`config.mk`:
```
export PLATFORM = sky130hd
export DESIGN_NAME = best_fit_buffer_pool
export DESIGN_NICKNAME = d
export VERILOG_FILES = /design/src/hw/rtl/bfp_pkg.sv /design/src/hw/rtl/bfp_front.sv /design/src/hw/rtl/bfp_back.sv /design/src/hw/rtl/best_fit_buffer_pool.sv
export SDC_FILE = /design/constraint.sdc
export NUM_CORES = 2
export LEC_CHECK = 0
export BUFFER_PORTS_ARGS = -buffer_cell sky130_fd_sc_hd__clkbuf_2
export CAP_MARGIN = 20
export CORE_AREA = 2 2 448 450
export DETAILED_ROUTE_END_ITERATION = 16
export DIE_AREA = 0 0 450 452
export HOLD_SLACK_MARGIN = 0.15
export PLACE_DENSITY = 0.74
export SETUP_SLACK_MARGIN = 0.2
export SKIP_LAST_GASP = 1
export SLEW_MARGIN = 20
export SYNTH_ARGS = -nofsm -noshare
export SYNTH_HDL_FRONTEND = slang
export SYNTH_SLANG_ARGS = --single-unit
```
`constraint.sdc`:
```
create_clock -name clk -period 25.2 [get_ports clk]
set_input_delay 3.78 -clock clk [delete_from_list [all_inputs] [get_ports clk]]
set_output_delay 3.78 -clock clk [all_outputs]
set_load 0.02 [all_outputs]
```
`src/hw/rtl/bfp_pkg.sv`:
```
// Shared types and constants of the best-fit buffer pool.
package bfp_pkg;

  localparam int POOL_ENTRIES = 16;
  localparam int IDX_W = $clog2(POOL_ENTRIES);
  localparam int CNT_W = $clog2(POOL_ENTRIES + 1);
  localparam int SIZE_W = 48;
  localparam int ID_W = 32;
  localparam int QUEUE_DEPTH = 2;
  localparam int QPTR_W = $clog2(QUEUE_DEPTH);
  localparam int QCNT_W = $clog2(QUEUE_DEPTH + 1);
  localparam int PADDR_W = 3;
  localparam int PDATA_W = 64;
  localparam logic [SIZE_W-1:0] MIN_NEW_SIZE_RESET = SIZE_W'(64 * 1024 * 1024);

  typedef enum logic {
    OP_ALLOC,
    OP_RELEASE
  } op_t;

  typedef enum logic [1:0] {
    ST_REUSED,
    ST_NEW,
    ST_STORED,
    ST_DROPPED
  } status_t;

  typedef enum logic [1:0] {
    S_IDLE,
    S_SCAN,
    S_APPLY
  } back_state_t;

  typedef struct packed {
    op_t               op;
    logic [SIZE_W-1:0] amount;
    logic [ID_W-1:0]   buffer_id;
  } req_t;

  typedef struct packed {
    logic valid;
    req_t data;
  } queue_head_t;

endpackage

```
`src/hw/rtl/bfp_front.sv`:
```
// Request intake: accepts words, decodes the command and queues them for the pool engine.
module bfp_front import bfp_pkg::*; (
  input  logic              clk,
  input  logic              rst_n,
  input  logic              start,
  output logic              busy,
  input  logic              in_cmd,
  input  logic [SIZE_W-1:0] in_amount,
  input  logic [ID_W-1:0]   in_buffer_id,
  output queue_head_t       head,
  input  logic              pop
);

  req_t              slot_r [QUEUE_DEPTH];
  logic [QPTR_W-1:0] wr_ptr_r, wr_ptr_nxt;
  logic [QPTR_W-1:0] rd_ptr_r, rd_ptr_nxt;
  logic [QCNT_W-1:0] fill_r, fill_nxt;
  logic              push;
  logic              pop_ok;
  req_t              decoded;

  assign busy = (fill_r == QCNT_W'(QUEUE_DEPTH));
  assign push = start && !busy;
  assign pop_ok = pop && (fill_r != '0);

  always_comb begin
    decoded.op = in_cmd ? OP_RELEASE : OP_ALLOC;
    decoded.amount = in_amount;
    decoded.buffer_id = in_buffer_id;
  end

  always_comb begin
    wr_ptr_nxt = wr_ptr_r;
    rd_ptr_nxt = rd_ptr_r;
    fill_nxt = fill_r;
    if (push) begin
      wr_ptr_nxt = (wr_ptr_r == QPTR_W'(QUEUE_DEPTH - 1)) ? '0 : wr_ptr_r + 1'b1;
    end
    if (pop_ok) begin
      rd_ptr_nxt = (rd_ptr_r == QPTR_W'(QUEUE_DEPTH - 1)) ? '0 : rd_ptr_r + 1'b1;
    end
    if (push && !pop_ok) begin
      fill_nxt = fill_r + 1'b1;
    end else if (pop_ok && !push) begin
      fill_nxt = fill_r - 1'b1;
    end
  end

  always_ff @(posedge clk) begin
    if (!rst_n) begin
      wr_ptr_r <= '0;
      rd_ptr_r <= '0;
      fill_r <= '0;
    end else begin
      wr_ptr_r <= wr_ptr_nxt;
      rd_ptr_r <= rd_ptr_nxt;
      fill_r <= fill_nxt;
    end
  end

  always_ff @(posedge clk) begin
    if (push) begin
      slot_r[wr_ptr_r] <= decoded;
    end
  end

  assign head.valid = (fill_r != '0);
  assign head.data = slot_r[rd_ptr_r];

endmodule

```
`src/hw/rtl/bfp_back.sv`:
```
// Pool engine: holds the sorted pool and carries out allocate and release requests.
module bfp_back import bfp_pkg::*; (
  input  logic              clk,
  input  logic              rst_n,
  input  queue_head_t       head,
  output logic              pop,
  input  logic [SIZE_W-1:0] min_new_size,
  output logic              out_valid,
  output status_t           out_status,
  output logic [SIZE_W-1:0] out_granted_size,
  output logic [ID_W-1:0]   out_granted_id
);

  back_state_t       state_r, state_nxt;
  req_t              req_r;
  logic              hit_r;
  logic [IDX_W-1:0]  idx_r;
  logic [SIZE_W-1:0] sel_size_r;
  logic [ID_W-1:0]   sel_id_r;
  logic [CNT_W-1:0]  count_r, count_nxt;
  logic [SIZE_W-1:0] pool_size_r [POOL_ENTRIES];
  logic [SIZE_W-1:0] pool_size_nxt [POOL_ENTRIES];
  logic [ID_W-1:0]   pool_id_r [POOL_ENTRIES];
  logic [ID_W-1:0]   pool_id_nxt [POOL_ENTRIES];

  logic [POOL_ENTRIES-1:0] match;
  logic [IDX_W-1:0]        idx_nxt;
  logic                    full;

  logic              out_valid_r, out_valid_nxt;
  status_t           out_status_r, out_status_nxt;
  logic [SIZE_W-1:0] out_size_r, out_size_nxt;
  logic [ID_W-1:0]   out_id_r, out_id_nxt;

  assign full = (count_r == CNT_W'(POOL_ENTRIES));

  // Parallel compare against every occupied entry; the lowest matching entry wins.
  // With no match, a release lands at the end of the pool.
  always_comb begin
    match = '0;
    for (int i = 0; i < POOL_ENTRIES; i++) begin
      if (CNT_W'(i) < count_r) begin
        if (req_r.op == OP_ALLOC) begin
          match[i] = (pool_size_r[i] >= req_r.amount);
        end else begin
          match[i] = (pool_size_r[i] > req_r.amount);
        end
      end
    end
    idx_nxt = count_r[IDX_W-1:0];
    for (int i = POOL_ENTRIES - 1; i >= 0; i--) begin
      if (match[i]) begin
        idx_nxt = IDX_W'(i);
      end
    end
  end

  always_comb begin
    state_nxt = state_r;
    pop = 1'b0;
    case (state_r)
      S_IDLE: begin
        if (head.valid) begin
          pop = 1'b1;
          state_nxt = S_SCAN;
        end
      end
      S_SCAN: state_nxt = S_APPLY;
      S_APPLY: state_nxt = S_IDLE;
      default: state_nxt = S_IDLE;
    endcase
  end

  always_comb begin
    count_nxt = count_r;
    for (int k = 0; k < POOL_ENTRIES; k++) begin
      pool_size_nxt[k] = pool_size_r[k];
      pool_id_nxt[k] = pool_id_r[k];
    end
    out_valid_nxt = 1'b0;
    out_status_nxt = out_status_r;
    out_size_nxt = out_size_r;
    out_id_nxt = out_id_r;
    if (state_r == S_APPLY) begin
      out_valid_nxt = 1'b1;
      if (req_r.op == OP_ALLOC) begin
        if (hit_r) begin
          // Close the gap left by the taken entry.
          for (int k = 0; k < POOL_ENTRIES - 1; k++) begin
            if (IDX_W'(k) >= idx_r) begin
              pool_size_nxt[k] = pool_size_r[k+1];
              pool_id_nxt[k] = pool_id_r[k+1];
            end
          end
          count_nxt = count_r - 1'b1;
          out_status_nxt = ST_REUSED;
          out_size_nxt = sel_size_r;
          out_id_nxt = sel_id_r;
        end else begin
          out_status_nxt = ST_NEW;
          out_size_nxt = (req_r.amount > min_new_size) ? req_r.amount : min_new_size;
          out_id_nxt = '0;
        end
      end else begin
        out_size_nxt = '0;
        out_id_nxt = '0;
        if (full) begin
          out_status_nxt = ST_DROPPED;
        end else begin
          // Open a slot at the insert point by moving the larger entries up one place.
          for (int k = 1; k < POOL_ENTRIES; k++) begin
            if (IDX_W'(k) > idx_r) begin
              pool_size_nxt[k] = pool_size_r[k-1];
              pool_id_nxt[k] = pool_id_r[k-1];
            end
          end
          pool_size_nxt[idx_r] = req_r.amount;
          pool_id_nxt[idx_r] = req_r.buffer_id;
          count_nxt = count_r + 1'b1;
          out_status_nxt = ST_STORED;
        end
      end
    end
  end

  always_ff @(posedge clk) begin
    if (!rst_n) begin
      state_r <= S_IDLE;
      count_r <= '0;
      out_valid_r <= 1'b0;
    end else begin
      state_r <= state_nxt;
      count_r <= count_nxt;
      out_valid_r <= out_valid_nxt;
    end
  end

  always_ff @(posedge clk) begin
    if (pop) begin
      req_r <= head.data;
    end
    if (state_r == S_SCAN) begin
      hit_r <= |match;
      idx_r <= idx_nxt;
      sel_size_r <= pool_size_r[idx_nxt];
      sel_id_r <= pool_id_r[idx_nxt];
    end
    for (int k = 0; k < POOL_ENTRIES; k++) begin
      pool_size_r[k] <= pool_size_nxt[k];
      pool_id_r[k] <= pool_id_nxt[k];
    end
    out_status_r <= out_status_nxt;
    out_size_r <= out_size_nxt;
    out_id_r <= out_id_nxt;
  end

  assign out_valid = out_valid_r;
  assign out_status = out_status_r;
  assign out_granted_size = out_size_r;
  assign out_granted_id = out_id_r;

endmodule

```
`src/hw/rtl/best_fit_buffer_pool.sv`:
```
// Top level of the best-fit buffer pool: request intake, pool engine and configuration register.
//
//   channel   handshake                        payload
//   input     start / busy                     in_cmd, in_amount, in_buffer_id
//   result    out_valid (one-cycle strobe)     out_status, out_granted_size, out_granted_id
//   config    psel, penable, pwrite, pready    paddr, pwdata, prdata (min_new_size)
//
// Each request passes through the pool engine as fetch from the queue, parallel compare over the
// occupied ones of the sixteen entries, then shift and update; its result strobes the cycle after.
// A two-word queue in front of the engine takes new words while the engine works; busy is
// high only while that queue is full. Reset is synchronous and empties the pool and the queue.
// The receiver cannot stall: every result is on the ports for exactly one cycle.
module best_fit_buffer_pool import bfp_pkg::*; (
  input  logic               clk,
  input  logic               rst_n,
  input  logic               start,
  output logic               busy,
  input  logic               in_cmd,
  input  logic [SIZE_W-1:0]  in_amount,
  input  logic [ID_W-1:0]    in_buffer_id,
  output logic               out_valid,
  output logic [1:0]         out_status,
  output logic [SIZE_W-1:0]  out_granted_size,
  output logic [ID_W-1:0]    out_granted_id,
  input  logic               psel,
  input  logic               penable,
  input  logic               pwrite,
  input  logic [PADDR_W-1:0] paddr,
  input  logic [PDATA_W-1:0] pwdata,
  output logic [PDATA_W-1:0] prdata,
  output logic               pready
);

  queue_head_t       head;
  logic              pop;
  status_t           status;
  logic [SIZE_W-1:0] min_new_size_r, min_new_size_nxt;
  logic              cfg_write;

  assign pready = 1'b1;
  assign cfg_write = psel && penable && pwrite && pready;

  // Only one register exists; every address in the window selects it.
  always_comb begin
    min_new_size_nxt = min_new_size_r;
    if (cfg_write) begin
      min_new_size_nxt = pwdata[SIZE_W-1:0];
    end
  end

  always_ff @(posedge clk) begin
    if (!rst_n) begin
      min_new_size_r <= MIN_NEW_SIZE_RESET;
    end else begin
      min_new_size_r <= min_new_size_nxt;
    end
  end

  assign prdata = (paddr == '0) ? PDATA_W'(min_new_size_r) : PDATA_W'(min_new_size_r);

  bfp_front u_front (
    .clk          (clk),
    .rst_n        (rst_n),
    .start        (start),
    .busy         (busy),
    .in_cmd       (in_cmd),
    .in_amount    (in_amount),
    .in_buffer_id (in_buffer_id),
    .head         (head),
    .pop          (pop)
  );

  bfp_back u_back (
    .clk              (clk),
    .rst_n            (rst_n),
    .head             (head),
    .pop              (pop),
    .min_new_size     (min_new_size_r),
    .out_valid        (out_valid),
    .out_status       (status),
    .out_granted_size (out_granted_size),
    .out_granted_id   (out_granted_id)
  );

  assign out_status = 2'(status);

endmodule

```
==> results.py <==
metrics = {
    "worst_setup_path": {
        "timing.critical_path.slowest_cell_delay_ns": 0.99,
        "worst-endpoint-arrival_ns": 11.20,
        "critPathKind": "flip-flop to flip-flop",
        "crit_path_start_kind": "flip-flop",
        "cp.required_ns": 25.74,
        "setup.worst_path.end_class": "flip-flop",
        "crit_path_top_delay_cell": "sky130_fd_sc_hd__nand2_2",
        "setup.reg_to_reg.worst_slack_ns": 14.54,
        "worstPathCellList": "inv_1 -> ha_1 -> nand4_1 -> nor4_1 -> nand4_1 -> a31oi_1 -> o21bai_1 -> a211oi_1 -> a21oi_1 -> o32a_1 -> o21a_4 -> inv_6 -> buf_4 -> nand2_2 -> buf_4 -> o22ai_1 -> a211oi_1 -> o21ai_1",
        "worst-path-max-fanout": 55,
    },
    "logic_synthesis": {
        "ys_ff_latch": 1750,
        "ys.warnings.count": 0,
        "synthesis.area_um2": 109000,
        "post_synth_inst_count": 10200,
        "ys_types": 84,
        "post_synth_edffs": 1690,
        "synth.avg_cell_area_um2": 10.7,
        "async_reset_ff_share_pct": 0,
        "synth-main-ff-cell": "sky130_fd_sc_hd__edfxtp_1",
        "sequential_fraction_of_the_synthesis_area_pct": 47.7,
    },
    "timing": {
        "max_clock_freq_ghz": 0.0938,
        "layout_setup_ws_ns": 14.54,
        "shortest_clock_period_the_worst_path_allows_after_layout_ns": 10.66,
        "finalSetupTns_ns": 0,
        "maxSlewViolCount": 0,
        "tightest_slew_ns": 1.27,
        "slew-limit-headroom_pct": 14.6,
        "fin_skew_ns": 0.0623,
        "report.final.hold_viol_count": 0,
        "unrepaired_setup_endpoints_after_global_routing": "no",
        "ratio_of_final_minimum_period_to_clock_period_pct": 42.3,
        "setup_viol": 0,
    },
    "pwr": {
        "irDropWorstVdd_uv": 150,
        "cellPowerDensity_nw_per_um2": 120,
        "total_leakage_power_nw": 43.8,
    },
    "clocking": {
        "clk_path_buf_depth": 3,
        "cts_tree": "yes",
        "cts_htree_levels": 4,
        "clkSlewWorstSetupHoldPaths_ns": 0.06,
        "cts_setup_buffers": 0,
        "cts_hold_repair.buffers": 0,
        "ctsResizeCount": 0,
        "insertion_delay_ns": 0.90,
        "tritoncts_buffers": 194,
        "cts_num_sinks": 1750,
        "cts_root_buffer": "sky130_fd_sc_hd__clkbuf_16",
    },
    "place": {
        "place_ws_ns": 15.31,
        "dp.cells": 12500,
        "detailed_place_hpwl_mm": 269,
        "port_buffers": 266,
        "finalWeightedCongestion": 1.03,
    },
    "finish": {
        "layout_commonest_cell": "sky130_fd_sc_hd__edfxtp_1",
        "finalNetCount": 11000,
        "area_delta_synth_final_pct": 9.11,
        "final-instance-count-excl-fill": 12900,
        "layout-drive-gt1-share_pct": 10.0,
        "final_cell_mix": "1,690 x sky130_fd_sc_hd__edfxtp_1, 826 x sky130_fd_sc_hd__nand2_1, 820 x sky130_fd_sc_hd__ha_1",
    },
    "die": {
        "design.die.area_um2": 203000,
        "pin_count": 303,
        "rows": 164,
        "fp.coreArea_um2": 199000,
        "die_width_um": 450,
        "initial_core_util_pct": 54.8,
        "die_height_um": 452,
    },
    "global_route": {
        "grt_pass1_vias": 90700,
        "grt_start_max_net_pins": 220,
        "grt_first_pass_wirelength_mm": 611,
        "grt_usage_pct": 40.1,
        "grt-ovfl-total": 0,
        "grt_antenna_before_repair": 15,
    },
    "route": {
        "vias_per_cell": 7.44,
        "postRouteWirelength_mm": 424,
        "drtPass1Iterations": 8,
        "detailedRoute.firstIterationViolations": 16700,
        "routed_length_per_placed_instance_um": 32.9,
        "final_routed_drc_violation_total": 0,
        "antenna_left": 0,
        "vias": 95800,
    },
    "run_status": {
        "outcome": "finished, final reports clean",
    },
    "run": {
        "total_of_max_cap_violations": 0,
    },
    "min_path": {
        "timing.hold.worst.class": "flip-flop to flip-flop",
    },
}
[synth_stat cells, drive strengths merged (33+ instances only)]
library cell	number	share of area [%]
a211oi	272	1.9
a21boi	55	0.38
a21o	65	0.45
a21oi	598	2.8
a22o	162	1.3
a22oi	480	3.3
a31oi	99	0.57
and3	85	0.49
buf	124	0.84
clkbuf	749	2.6
dfxtp	60	1.1
edfxtp	1690	47
ha	820	9.4
inv	443	1.5
mux2	127	1.3
mux2i	510	4.7
nand2	831	2.9
nand3	111	0.51
nand4	135	0.78
nor2	471	1.6
nor2b	35	0.20
nor3	176	0.81
nor3b	36	0.25
nor4	34	0.20
o211ai	81	0.56
o21a	33	0.23
o21ai	442	2.0
o22ai	460	2.6
o2bb2ai	729	5.9
[kinds of logic (layout without fill, tap and decap cells)]
family / Yosys count / count (layout) / synth area share (%)
AOI/OAI and AO/OA: 3655 / 3655 / 23.4
buffers and inverters: 1317 / 1309 / 4.96
DFF: 1750 / 1750 / 47.7
other: 2 / 26 / 0.00690
adders and majority gates: 820 / 820 / 9.43
and+or+nand+nor: 2013 / 2013 / 8.36
muxes: 637 / 637 / 6.01
xor gates and xnor gates: 7 / 7 / 0.0564
[critical path, delay by kind of cell (launching register included)]
kind	cells	cell delay, ns
AOI/OAI and AO/OA	9	3.58
and+or+nand+nor	4	2.78
DFF	1	0.83
buffers and inverters	4	2.52
adders and majority gates	1	0.52
[registers in the layout, indices dropped and copies added, names as in the netlist]
name / cells
min_new_size_r: 48
u_back.hit_r: 1
u_back.out_granted_id: 32
u_back.out_valid: 1
u_back.count_r: 5
u_back.state_r: 2
u_front.rd_ptr_r: 1
u_back.idx_r: 4
u_back.pool_id_r: 512
u_front.fill_r: 2
u_back.out_granted_size: 48
u_back.req_r: 81
u_front.wr_ptr_r: 1
u_back.pool_size_r: 768
u_back.sel_id_r: 32
u_back.sel_size_r: 48
u_front.slot_r: 162
u_back.out_status: 2
[routing by layer]
layer,share of wire [%],vias to the layer above,track usage [%]
li1,-,39700,-
met4,7.2,12,24.8
met5,0.019,-,0
met1,37,46200,54.1
met3,16,1485,12.9
met2,40,8441,55.7
[per-stage QoR]
step	cell area (µm²)	utilization, %	power, W	hold WS, ns
final	119000	59.8	0.0143	0.507
after global routing	119000	59.8	0.0147	0.532
after CTS	119000	59.7	0.0139	0.509
after detailed placement	112000	56.5	0.0110	0.500
after global placement	112000	56.5	0.0108	0.487
after floorplan	109000	-	0.00860	0.424
[power by group]
group | internal (W) | switching, W
Clock | 0.00164 | 0.00130
Combinational | 0.00215 | 0.00484
Sequential | 0.00391 | 0.000415
[final timing paths]
path	start	end	depth (start not counted)
setup reg to reg	u_back.req_r[54]	u_back.sel_size_r[7]	18
hold / removal	min_new_size_r[21]	min_new_size_r[21]	2
setup / recovery	u_back.req_r[54]	u_back.sel_size_r[7]	18
hold reg to reg	min_new_size_r[21]	min_new_size_r[21]	2
[cell type report]
cell class / instances / area (µm²)
antenna: 9 / 22.5
clock buffer: 241 / 5190
clock inverter: 119 / 1240
fill: 16000 / 79900
inverter: 444 / 1680
multi-input combinational: 7149 / 52100
sequential: 1750 / 52000
tap: 2656 / 3320
timing repair buffer: 505 / 3170
Note: power is estimated with default switching activity, not from simulation.
